==> src/sv/pawq_pkg.sv <==
// Shared types, constants and helper functions for the admission wait queue.
package pawq_pkg;

  localparam int PRIO_DEPTH_DEF   = 16;
  localparam int NORMAL_DEPTH_DEF = 32;

  typedef struct packed {
    logic [31:0] client_id;
    logic        is_premium;
    logic        always_allowed;
    logic [15:0] players_online;
    logic [47:0] now_ms;
  } req_t;

  typedef struct packed {
    logic       admitted;
    logic [5:0] queue_slot;
    logic [6:0] retry_seconds;
    logic       queue_full;
  } res_t;

  // One stored queue entry
  typedef struct packed {
    logic [31:0] id;
    logic [47:0] expiry;
  } entry_t;

  // Commands from the controller to the datapath
  typedef struct packed {
    logic load;
    logic init;
    logic purge;
    logic fin;
    logic q;
    logic shift_init;
    logic shift;
    logic drop;
    logic refresh;
    logic append;
    logic emit;
    logic emit_admit;
  } cmd_t;

  // Status from the datapath to the controller
  typedef struct packed {
    logic quick;
    logic scan_end;
    logic found;
    logic fits;
  } stat_t;

  // Retry tier for a 1-based slot
  function automatic logic [6:0] tier_of(input logic [31:0] s);
    logic [6:0] t;
    if (s < 32'd5) t = 7'd5;
    else if (s < 32'd10) t = 7'd10;
    else if (s < 32'd20) t = 7'd20;
    else if (s < 32'd50) t = 7'd60;
    else t = 7'd120;
    return t;
  endfunction

  // Hold time in ms for a tier: (tier + 15) * 1000
  function automatic logic [17:0] hold_ms(input logic [6:0] t);
    logic [17:0] h;
    case (t)
      7'd5:    h = 18'd20000;
      7'd10:   h = 18'd25000;
      7'd20:   h = 18'd35000;
      7'd60:   h = 18'd75000;
      default: h = 18'd135000;
    endcase
    return h;
  endfunction

endpackage

==> src/sv/pawq_ctrl.sv <==
// Sequencer for one login request: check, purge both queues, decide, and shift when a queued client is admitted.
module pawq_ctrl (
  input  logic           clk,
  input  logic           rst,
  input  logic           start,
  output logic           busy,
  input  pawq_pkg::stat_t st,
  output pawq_pkg::cmd_t  cmd
);

  localparam logic [2:0] S_IDLE  = 3'd0;
  localparam logic [2:0] S_CHECK = 3'd1;
  localparam logic [2:0] S_PURP  = 3'd2;
  localparam logic [2:0] S_PURN  = 3'd3;
  localparam logic [2:0] S_DEC   = 3'd4;
  localparam logic [2:0] S_SHIFT = 3'd5;

  logic [2:0] state, state_next;

  assign busy = (state != S_IDLE);

  // Decode state into datapath commands and the next state
  always_comb begin
    cmd = '0;
    state_next = state;
    case (state)
      S_IDLE: begin
        if (start) begin
          cmd.load = 1'b1;
          state_next = S_CHECK;
        end
      end
      S_CHECK: begin
        if (st.quick) begin
          cmd.emit = 1'b1;
          cmd.emit_admit = 1'b1;
          state_next = S_IDLE;
        end else begin
          cmd.init = 1'b1;
          state_next = S_PURP;
        end
      end
      S_PURP: begin
        cmd.purge = 1'b1;
        if (st.scan_end) begin
          cmd.fin = 1'b1;
          cmd.init = 1'b1;
          state_next = S_PURN;
        end
      end
      S_PURN: begin
        cmd.purge = 1'b1;
        cmd.q = 1'b1;
        if (st.scan_end) begin
          cmd.fin = 1'b1;
          state_next = S_DEC;
        end
      end
      S_DEC: begin
        if (st.found && st.fits) begin
          cmd.shift_init = 1'b1;
          state_next = S_SHIFT;
        end else begin
          cmd.refresh = st.found;
          cmd.append = !st.found;
          cmd.emit = 1'b1;
          state_next = S_IDLE;
        end
      end
      S_SHIFT: begin
        cmd.shift = 1'b1;
        if (st.scan_end) begin
          cmd.drop = 1'b1;
          cmd.emit = 1'b1;
          cmd.emit_admit = 1'b1;
          state_next = S_IDLE;
        end
      end
      default: begin
        state_next = S_IDLE;
      end
    endcase
  end

  // Advance state
  always_ff @(posedge clk) begin
    if (rst) begin
      state <= S_IDLE;
    end else begin
      state <= state_next;
    end
  end

endmodule

==> config.mk <==
export PLATFORM = sky130hd
export DESIGN_NAME = pawq_ctrl
export DESIGN_NICKNAME = d
export VERILOG_FILES = /design/src/sv/pawq_pkg.sv /design/src/sv/pawq_ctrl.sv
export SDC_FILE = /design/constraint.sdc
export NUM_CORES = 1
export LEC_CHECK = 0
export ABC_AREA = 1
export BUFFER_PORTS_ARGS = -buffer_cell sky130_fd_sc_hd__buf_2
export CORE_AREA = 2 2 39 41
export CTS_BUF_LIST = sky130_fd_sc_hd__clkbuf_16
export CTS_CLUSTER_DIAMETER = 60
export DETAILED_ROUTE_END_ITERATION = 6
export DIE_AREA = 0 0 41 43
export PLACE_DENSITY = 0.45
export SLEW_MARGIN = 20
export SYNTH_ARGS = -nofsm -noshare
export SYNTH_HDL_FRONTEND = slang
export SYNTH_SLANG_ARGS = --single-unit
export TNS_END_PERCENT = 50
==> constraint.sdc <==
create_clock -name clk -period 1.2 [get_ports clk]
set_input_delay 0.36 -clock clk [delete_from_list [all_inputs] [get_ports clk]]
set_output_delay 0.36 -clock clk [all_outputs]
set_load 0.03 [all_outputs]
==> flow_summary.json <==
{
  "cap_violations": 0,
  "violations": "negative setup slack",
  "synth_area_leaders": "dfxtp_1, nand2_1, inv_1, nand4_1, nor2_1",
  "design.die.area_um2": 1760,
  "grt_pass1_wl_mm": 1.68,
  "grt_max_degree": 7,
  "cts_buffer_depth": 2,
  "r2r_cells": 7,
  "ir_worst_vdd_mv": 1.36,
  "grt-ovfl-total": 0,
  "io_buffers": 19,
  "maxSlewViolCount": 0,
  "fp.coreArea_um2": 1380,
  "p_switching_w": 0.000351,
  "cp-start-kind": "flip-flop",
  "rrSetupSlack_ns": 0.04,
  "async_flop_share_pct": 0,
  "synth_ff_type": "dfxtp_1",
  "fin_nets": 99,
  "place_ws_ns": -0.216,
  "ant_nets": 0,
  "clockRootBuffer": "clkbuf_16",
  "synth_top_area_share_pct": 21.5,
  "hold_violations": 0,
  "tritoncts": "yes",
  "crit_path_end_kind": "output port",
  "setup-tns-final_ns": -3.70,
  "swShare_pct": 31.5,
  "antenna_found_initial": 0,
  "yosysWarnings": 0,
  "setup_viol": 13,
  "drt_first_iter_violations": 8,
  "pwr-share-clk_pct": 46.2,
  "combPwrFrac_pct": 41.2,
  "vias": 470,
  "first_pass_iters": 4,
  "largest_reg_flops": 3,
  "io_pins": 20,
  "syn2layout_area_growth_pct": 194,
  "routed_wl_mm": 1.11,
  "synth_edf_count": 0,
  "top_register": "state",
  "avgViaCountPerCell": 4.39,
  "drc": 0,
  "wl_per_cell_um": 10.4,
  "avgSynthCellArea_um2": 5.37,
  "slowest_stage": "dfxtp_4",
  "path_buf_inv": 2,
  "drive_gt1_share_pct": 72.5,
  "syn_inst": 52,
  "rsz0062_at_grt": "true",
  "power_density_nw_per_um2": 1360,
  "setup_slack_ns": -0.367,
  "holdWs_ns": 0.307,
  "fin_crit_sh_pct": 131,
  "worst-path-stages": 5,
  "start_util_pct": 20.2,
  "status": "finished, violations left",
  "slowest_delay_ns": 0.39,
  "final.min_clock_period_ns": 1.57,
  "hold_class": "in -> reg",
  "htreeDepth": 1,
  "required_ns": 0.84,
  "fin_worst_skew_ns": 0.00245,
  "cts_buffers": 3,
  "post-synth-top-area-cell": "dfxtp_1",
  "clk_latency_ns": 0.22,
  "n_antenna_cell": 0,
  "ys_ff_latch": 3,
  "hold_depth": 2,
  "netlist_area_um2": 279,
  "worst-path-max-fanout": 6,
  "power_leakage_nw": 0.441,
  "power_frac_seq_pct": 12.6,
  "slew_headroom_pct": 83.7,
  "critPathKind": "reg -> out",
  "dp_hpwl_um": 826,
  "crit_arrival_ns": 1.21,
  "die_w_um": 41,
  "yosysUniqueCellTypes": 12,
  "syn_nets": 59,
  "yosysSeqAreaShare_pct": 21.5,
  "fp.dieH_um": 43,
  "cts.clk_slew.worst_paths_ns": 0.03,
  "synth.most_common_cell": "nand2_1",
  "synthTopCellsByCount": "nand2_1, inv_1, nor2_1",
  "max_freq_mhz": 638,
  "groute.usage.overall_pct": 14.5,
  "cp_top_family": "simple AND/OR/NAND/NOR gates",
  "worst_slew_pin_slew_ns": 0.244,
  "top_regs": "state x3",
  "gp_congestion": 0.706,
  "clkSinkCount": 3,
  "grt_pass1_vias": 430,
  "internal-power_w": 0.000764,
  "path_cells": "inv_4 > nor3_4 > nand2_4 > nand3_4 > buf_6",
  "row_count": 14
}
layout by cell type (no fill, tap or decap), drive strengths merged:
cell type,synthesis,final
clkbuf,0,3
nand4,4,4
dfxtp,3,3
buf,0,35
nand3,4,4
inv,13,14
nor3,3,3
nand2,16,16
a21oi,1,1
nor2,7,7
o22ai,1,1
layer usage:
layer / track usage (%) / up-vias / routed length [um]
li1: - / 240 / -
met1: 15.1 / 216 / 427
met2: 24.1 / 12 / 616
met3: 4.71 / 2 / 53
met4: 8.00 / 0 / 13
met5: 0 / - / 0
power by group through the flow:
stage	clock (W)	sequential, W	combinational [W]
global placement	0	0.000134	0.000332
finish	0.000515	0.000141	0.000460
floorplan	0	0.000132	0.000198
global route	0.000533	0.000143	0.000488
CTS	0.000518	0.000136	0.000380
detailed placement	0	0.000134	0.000334
kinds of logic (layout without fill, tap and decap cells):
group | count (synthesis) | after routing | share of synthesized area [%]
and+or+nand+nor | 34 | 34 | 56.9
AOI/OAI and AO/OA | 2 | 2 | 4.04
buffers and inverters | 13 | 52 | 17.5
DFF | 3 | 3 | 21.5
per-stage QoR:
| step | instances | instance area [um^2] | util (%) | power, W |
|---|---|---|---|---|
| global placement | 100 | 577 | 41.7 | 0.000466 |
| finish | 107 | 820 | 59.2 | 0.00112 |
| CTS | 105 | 733 | 53.0 | 0.00104 |
| global route | 107 | 820 | 59.2 | 0.00116 |
| detailed placement | 100 | 577 | 41.7 | 0.000468 |
| floorplan | 52 | 352 | - | 0.000330 |
cell type report:
| type | count | area (um^2) |
|---|---|---|
| flip-flops and latches | 3 | 71.3 |
| inverters | 13 | 63.8 |
| clock buffers | 3 | 75.1 |
| clock inverters | 1 | 3.75 |
| well taps | 16 | 20.0 |
| repair buffers | 35 | 307 |
| multi-input cells | 36 | 279 |
| fillers | 130 | 564 |
worst paths after layout:
| path | end | from |
|---|---|---|
| min | state[2] | rst |
| max reg2reg | state[2] | state[0] |
| min reg2reg | state[1] | state[2] |
| max | cmd[1] | state[0] |
repair_timing:
action / in CTS / in global routing
pin swaps: 7 / 11
resized for setup: 24 / 21
hold buffers: 0 / 0
buffers inserted: 1 / 2
endpoints found under the setup margin: 14 / 15
Power figures use the tool's default switching activity.
