### src/sv/pawq_pkg.sv
// Shared types, constants and helper functions for the admission wait queue.
package pawq_pkg;

  localparam int PRIO_DEPTH_DEF   = 16;
  localparam int NORMAL_DEPTH_DEF = 32;

  typedef struct packed {
    logic [31:0] client_id;
    logic        is_premium;
    logic        always_allowed;
    logic [15:0] players_online;
    logic [47:0] now_ms;
  } req_t;

  typedef struct packed {
    logic       admitted;
    logic [5:0] queue_slot;
    logic [6:0] retry_seconds;
    logic       queue_full;
  } res_t;

  // One stored queue entry
  typedef struct packed {
    logic [31:0] id;
    logic [47:0] expiry;
  } entry_t;

  // Commands from the controller to the datapath
  typedef struct packed {
    logic load;
    logic init;
    logic purge;
    logic fin;
    logic q;
    logic shift_init;
    logic shift;
    logic drop;
    logic refresh;
    logic append;
    logic emit;
    logic emit_admit;
  } cmd_t;

  // Status from the datapath to the controller
  typedef struct packed {
    logic quick;
    logic scan_end;
    logic found;
    logic fits;
  } stat_t;

  // Retry tier for a 1-based slot
  function automatic logic [6:0] tier_of(input logic [31:0] s);
    logic [6:0] t;
    if (s < 32'd5) t = 7'd5;
    else if (s < 32'd10) t = 7'd10;
    else if (s < 32'd20) t = 7'd20;
    else if (s < 32'd50) t = 7'd60;
    else t = 7'd120;
    return t;
  endfunction

  // Hold time in ms for a tier: (tier + 15) * 1000
  function automatic logic [17:0] hold_ms(input logic [6:0] t);
    logic [17:0] h;
    case (t)
      7'd5:    h = 18'd20000;
      7'd10:   h = 18'd25000;
      7'd20:   h = 18'd35000;
      7'd60:   h = 18'd75000;
      default: h = 18'd135000;
    endcase
    return h;
  endfunction

endpackage

### src/sv/pawq_ram.sv
// Generic single-write, single-read RAM with registered read data.
module pawq_ram #(
  parameter int W = 8,
  parameter int D = 16,
  localparam int AW = (D > 1) ? $clog2(D) : 1
) (
  input  logic          clk,
  input  logic          we,
  input  logic [AW-1:0] waddr,
  input  logic [W-1:0]  wdata,
  input  logic [AW-1:0] raddr,
  output logic [W-1:0]  rdata
);

  logic [W-1:0] mem [0:D-1];

  // Write and registered read
  always_ff @(posedge clk) begin
    if (we) begin
      mem[waddr] <= wdata;
    end
    rdata <= mem[raddr];
  end

endmodule

### src/sv/pawq_dp.sv
// Datapath: queue memories, counts, scan pointers, match search and result.
module pawq_dp #(
  parameter int PRIO_DEPTH   = pawq_pkg::PRIO_DEPTH_DEF,
  parameter int NORMAL_DEPTH = pawq_pkg::NORMAL_DEPTH_DEF
) (
  input  logic              clk,
  input  logic              rst,
  input  logic              cfg_we,
  input  logic [15:0]       cfg_data,
  input  pawq_pkg::req_t    req,
  input  pawq_pkg::cmd_t    cmd,
  output pawq_pkg::stat_t   st,
  output logic              done,
  output pawq_pkg::res_t    res
);

  localparam int PA   = (PRIO_DEPTH > 1) ? $clog2(PRIO_DEPTH) : 1;
  localparam int NA   = (NORMAL_DEPTH > 1) ? $clog2(NORMAL_DEPTH) : 1;
  localparam int MAXD = (PRIO_DEPTH > NORMAL_DEPTH) ? PRIO_DEPTH : NORMAL_DEPTH;
  localparam int RW   = $clog2(MAXD + 1);
  localparam int PCW  = $clog2(PRIO_DEPTH + 1);
  localparam int NCW  = $clog2(NORMAL_DEPTH + 1);
  localparam int SW   = $clog2(PRIO_DEPTH + NORMAL_DEPTH + 2);

  logic [15:0]     maxp;
  pawq_pkg::req_t  cur;
  logic [PCW-1:0]  pcnt;
  logic [NCW-1:0]  ncnt;
  logic [RW-1:0]   r, w, rq, pos;
  logic            rv;
  logic            found, where_q;
  logic [SW-1:0]   slot;

  pawq_pkg::entry_t p_rd, n_rd, rd, wdata;
  logic            sel, keep, hit, fits, full, wen, wq;
  logic [RW-1:0]   cnt, waddr;
  logic [SW-1:0]   base, newslot, oslot;
  logic [SW+5:0]   oslot_ext;
  logic [6:0]      tier;
  logic [48:0]     esum;
  logic [47:0]     expv;

  // Select the queue under scan and test the entry coming out of it
  assign sel  = cmd.shift ? where_q : cmd.q;
  assign cnt  = sel ? RW'(ncnt) : RW'(pcnt);
  assign rd   = sel ? n_rd : p_rd;
  assign keep = rd.expiry > cur.now_ms;
  assign hit  = rd.id == cur.client_id;
  assign base = sel ? SW'(pcnt) : '0;

  // Decision terms
  assign fits = ({1'b0, cur.players_online} + 17'(slot)) <= {1'b0, maxp};
  assign newslot = cur.is_premium ? (SW'(pcnt) + SW'(1))
                                  : (SW'(pcnt) + SW'(ncnt) + SW'(1));
  assign full = cur.is_premium ? (pcnt >= PCW'(PRIO_DEPTH))
                               : (ncnt >= NCW'(NORMAL_DEPTH));
  assign oslot = found ? slot : newslot;
  assign oslot_ext = {6'd0, oslot};
  assign tier = pawq_pkg::tier_of(32'(oslot));
  assign esum = {1'b0, cur.now_ms} + 49'(pawq_pkg::hold_ms(tier));
  assign expv = esum[48] ? '1 : esum[47:0];

  assign st.quick = cur.always_allowed || (maxp == 16'd0) ||
                    ((pcnt == '0) && (ncnt == '0) && (cur.players_online < maxp));
  assign st.scan_end = (r >= cnt) && !rv;
  assign st.found = found;
  assign st.fits = fits;

  // Pick the one write of this cycle
  always_comb begin
    wen = 1'b0;
    wq = sel;
    waddr = w;
    wdata = rd;
    if (cmd.purge && rv && keep) begin
      wen = 1'b1;
    end else if (cmd.shift && rv) begin
      wen = 1'b1;
      waddr = rq - RW'(1);
    end else if (cmd.refresh) begin
      wen = 1'b1;
      wq = where_q;
      waddr = pos;
      wdata = '{id: cur.client_id, expiry: expv};
    end else if (cmd.append && !full) begin
      wen = 1'b1;
      wq = !cur.is_premium;
      waddr = cur.is_premium ? RW'(pcnt) : RW'(ncnt);
      wdata = '{id: cur.client_id, expiry: expv};
    end
  end

  pawq_ram #(.W($bits(pawq_pkg::entry_t)), .D(PRIO_DEPTH)) u_prio (
    .clk   (clk),
    .we    (wen && !wq),
    .waddr (waddr[PA-1:0]),
    .wdata (wdata),
    .raddr (r[PA-1:0]),
    .rdata (p_rd)
  );

  pawq_ram #(.W($bits(pawq_pkg::entry_t)), .D(NORMAL_DEPTH)) u_norm (
    .clk   (clk),
    .we    (wen && wq),
    .waddr (waddr[NA-1:0]),
    .wdata (wdata),
    .raddr (r[NA-1:0]),
    .rdata (n_rd)
  );

  // Control registers: limit, counts, scan pointers, strobe
  always_ff @(posedge clk) begin
    if (rst) begin
      maxp <= '0;
      pcnt <= '0;
      ncnt <= '0;
      rv <= 1'b0;
      r <= '0;
      w <= '0;
      done <= 1'b0;
    end else begin
      if (cfg_we) begin
        maxp <= cfg_data;
      end
      done <= cmd.emit;
      // Restart or stream reads one entry per cycle
      if (cmd.init) begin
        r <= '0;
        w <= '0;
        rv <= 1'b0;
      end else if (cmd.shift_init) begin
        r <= pos + RW'(1);
        rv <= 1'b0;
      end else begin
        if (cmd.purge || cmd.shift) begin
          if (r < cnt) begin
            rv <= 1'b1;
            r <= r + RW'(1);
          end else begin
            rv <= 1'b0;
          end
        end
        if (cmd.purge && rv && keep) begin
          w <= w + RW'(1);
        end
      end
      if (cmd.fin) begin
        if (cmd.q) begin
          ncnt <= NCW'(w);
        end else begin
          pcnt <= PCW'(w);
        end
      end
      if (cmd.drop) begin
        if (where_q) begin
          ncnt <= ncnt - NCW'(1);
        end else begin
          pcnt <= pcnt - PCW'(1);
        end
      end
      if (cmd.append && !full) begin
        if (cur.is_premium) begin
          pcnt <= pcnt + PCW'(1);
        end else begin
          ncnt <= ncnt + NCW'(1);
        end
      end
    end
  end

  // Payload registers: request, match, result
  always_ff @(posedge clk) begin
    rq <= r;
    if (cmd.load) begin
      cur <= req;
      found <= 1'b0;
    end
    // Record the first surviving match in queue order
    if (cmd.purge && rv && keep && !found && hit) begin
      found <= 1'b1;
      where_q <= sel;
      pos <= w;
      slot <= base + SW'(w) + SW'(1);
    end
    if (cmd.emit) begin
      res.admitted <= cmd.emit_admit;
      res.queue_slot <= (cmd.emit_admit || (cmd.append && full)) ? 6'd0
                                                                 : oslot_ext[5:0];
      res.retry_seconds <= cmd.emit_admit ? 7'd0 : tier;
      res.queue_full <= cmd.append && full;
    end
  end

endmodule

### config.mk
export PLATFORM = sky130hd
export DESIGN_NAME = pawq_dp
export DESIGN_NICKNAME = d
export VERILOG_FILES = /design/src/sv/pawq_pkg.sv /design/src/sv/pawq_ram.sv /design/src/sv/pawq_dp.sv
export SDC_FILE = /design/constraint.sdc
export NUM_CORES = 2
export LEC_CHECK = 0
export ABC_AREA = 1
export BUFFER_PORTS_ARGS = -buffer_cell sky130_fd_sc_hd__clkbuf_2
export CAP_MARGIN = 20
export CORE_ASPECT_RATIO = 1.4
export CORE_MARGIN = 2
export CORE_UTILIZATION = 30
export CTS_CLUSTER_DIAMETER = 30
export CTS_CLUSTER_SIZE = 40
export DETAILED_ROUTE_END_ITERATION = 7
export GPL_ROUTABILITY_DRIVEN = 0
export GPL_TIMING_DRIVEN = 0
export PLACE_DENSITY = 0.5
export RECOVER_POWER = 50
export REMOVE_ABC_BUFFERS = 1
export SETUP_SLACK_MARGIN = 0.4
export SLEW_MARGIN = 20
export SYNTH_ARGS = -nofsm -noshare
export SYNTH_HDL_FRONTEND = slang
export SYNTH_SLANG_ARGS = --single-unit
### constraint.sdc
create_clock -name clk -period 8.25 [get_ports clk]
set_clock_uncertainty 0.15 [all_clocks]
set_input_delay 1.2375 -clock clk [delete_from_list [all_inputs] [get_ports clk]]
set_output_delay 1.2375 -clock clk [all_outputs]
set_load 0.1 [all_outputs]
==> impl_metrics.ini <==
[pwr]
total_power_mw = 59.5
vdd_ir_drop_max_v = 0.000239
leakage_nw = 69.8
p_per_area_mw_per_mm2 = 287

[floorplanning]
coreArea_sq_mm = 0.552
initial_core_util_pct = 30.1
row_count = 323
fp.dieArea_sq_mm = 0.559
die-height_microns = 884
io_pins = 149
chipWidth_microns = 633

[cells_and_area]
num-fill-cells = 52070
syn2layout_area_growth_pct = 25.1
final_util_pct = 37.6
drive_above_1_share_pct = 13.0
stdcell_count = 21356
finalNetCount = 13723

[logic_synthesis]
yosysTopAreaCell = edfxtp_1
synthMostInstantiatedCell = edfxtp_1
synth_cell_type_count = 59
syn_area_per_cell_sq_um = 12.8
synthCells = 12952
synth_seq_cells = 4173
synth_top_area_share_pct = 71.8
synth_warnings = 0
yosysSeqAreaShare_pct = 74.3
async_flop_share_pct = 0
synth-edff-count = 3966
synth_flop_cell = edfxtp_1
synth_common_cells = edfxtp_1 (3966), nor2_1 (2467), o21ai_0 (2351)
syn_area_sq_mm = 0.166
yosys-top-cells-area = edfxtp_1 (72%), o21ai_0 (7.1%), nor2_1 (5.6%), o22ai_1 (3.2%), dfxtp_1 (2.5%)

[run_status]
status = finished, violations left
violations = capacitance limit, slew limit

[route]
via_count = 112920
drt_iter0_markers = 11858
wl_met1_microns = 236000
first_pass_iters = 6
vias_per_cell = 5.29
route.met2.wl_microns = 276000
routed.top_layer = met5
wl_met3_microns = 40400
drc_errors = 0
wl_per_cell_microns = 27.0
drt-total-wl_microns = 576000
ant_nets = 0

[worst_setup_path]
r2r-end = u_norm.mem[29][76]
reg2reg_depth = 22
crit_path_start_kind = flop
reg2reg_from = where_q
cp-end-kind = flop
crit_start = where_q
critPathCapture = u_norm.mem[29][76]
ff2ff_setup_slack_ns = 0.26
cp_max_fo = 36
critPathKind = flop to flop
crit_required_ns = 8.85
cp.arrival_ns = 8.59

[cts]
path_clk_slew_ns = 0.05
post-cts-setup-buffer-count = 0
cts_buffers = 645
post_cts_resized = 0
clk-insertion-delay-late_ns = 1.11
root_buffer = clkbuf_16
ctsHoldBuffers = 0
cts_sinks = 4173
cts_max_level = 6
cts_tree = done
clockBufferDepth = 4

[sta]
relSlewSlack_pct = -220
drv_slew = 1013
setup_viol = 0
rsz0062_at_grt = false
fin_crit_sh_pct = 96.9
timing.fmax_mhz = 125
tightest_slew_ns = 4.81
period_minus_slack_ns = 7.99
finalHoldViolCount = 0

[grt]
antenna_found_initial = 37
grt_pass1_vias = 107310
grt.overflow.total = 0
grt_max_degree = 125
grt_pass1_wl_microns = 802000
track_usage_pct = 19.8

[job]
drv_cap = 36

[min_path]
hp-class = input pin to flop

[placed_design]
port-buffer-count = 148
dp_cells = 20133
hpwl_microns = 366000
sequential cells by signal (all words and copies together), names as in the netlist, 5 cells and up:
| register | flops |
|---|---|
| w | 6 |
| cur | 98 |
| maxp | 16 |
| res | 15 |
| rq | 5 |
| ncnt | 6 |
| r | 6 |
| pcnt | 5 |
| u_prio.rdata | 80 |
| u_norm.rdata | 80 |
| u_norm.mem | 2560 |
| pos | 6 |
| slot | 6 |
| u_prio.mem | 1280 |
cell families (layout without fill, tap and decap cells):
group	after synthesis	after routing	share of synthesized area, %
AOI/OAI and AO/OA	3826	3826	13.0
xor gates and xnor gates	78	78	0.412
adders and majority gates	126	126	0.968
buffers and inverters	1160	2243	2.86
DFF	4173	4173	74.3
muxes	20	20	0.121
other	0	9	0
and+or+nand+nor	3569	3569	8.37
per-layer routing:
layer	track usage (%)	vias to the layer above
met2	33.0	4727
met5	0	-
met4	7.80	6
met1	26.1	57735
li1	-	49356
met3	2.80	1096
report_power, final:
group / internal, mW / switching [mW]
clock network: 17.8 / 10.4
logic: 1.76 / 4.39
registers: 25.0 / 0.212
worst min path at each step:
stage                  from       to  slack [ns]  cells past startpoint
detailed placement       rv       rv        0.37                      2
CTS                 req[36]  cur[36]        0.08                      1
global placement         rv       rv        0.35                      2
floorplan           maxp[0]  maxp[0]        0.31                      2
finish              req[34]  cur[34]        0.16                      1
global route        req[34]  cur[34]        0.12                      1
final cells by class:
type	instances	area [sq um]	area share, %
timing repair buffer	735	12800	6.18
clock inverter	438	5450	2.62
multi-input combinational	7619	38400	18.5
tap	7312	9150	4.41
antenna	9	22.5	0.0109
clock buffer	776	17200	8.30
sequential	4173	123000	59.4
inverter	294	1170	0.562
critical path, cell delays in order, from the launching register on:
cell      delay (ns)
edfxtp_1        0.41
nand2_1         0.11
nand2_4         0.46
inv_8           0.35
buf_16          0.35
or2_2           0.33
o21ai_0         0.40
inv_1           0.12
ha_1            0.32
nand2_1         0.06
nor2_1          0.13
nand2_1         0.10
nor2_1          0.31
nor3b_1         0.39
a21oi_1         0.42
nand2_4         0.36
nand2_1         0.15
a21oi_2         0.29
nand2_1         0.45
nor2_4          0.57
buf_16          0.23
clkbuf_2        0.71
buf_12          0.26
metrics by stage:
step                      hold slack [ns]  TNS (ns)  worst slack (ns)  cell area (sq um)
final                               0.160         0             0.256             207000
after global routing                0.119         0             0.222             207000
after CTS                          0.0818         0             0.648             210000
after detailed placement            0.367     -2.61            -0.105             187000
after global placement              0.353         -           -662.52             172000
after floorplan                     0.307         -           -194.96             162000
cells in the final DEF (no fill, tap or decap), types with 13 or more instances in the layout:
cell,instances
o21ai_0,2324
clkbuf_1,214
clkinv_8,19
clkbuf_2,111
o31ai_1,29
o22ai_1,861
inv_1,272
nor2_4,44
bufinv_16,88
ha_1,122
nand4_1,23
clkinv_4,47
or2_2,18
nand2_1,860
o221ai_1,219
clkinv_2,89
o211ai_1,101
edfxtp_1,3966
inv_8,18
buf_16,271
mux2i_1,20
clkbuf_16,655
a21oi_1,173
o21ai_1,40
nor3_1,27
a31oi_1,15
clkinvlp_4,63
inv_6,65
nand3_1,127
nor2_1,2419
xor2_1,51
dfxtp_1,206
xnor2_1,26
inv_2,13
clkinv_1,43
clkbuf_8,37
buf_12,205
No activity file was read; power rests on OpenSTA's default activity.
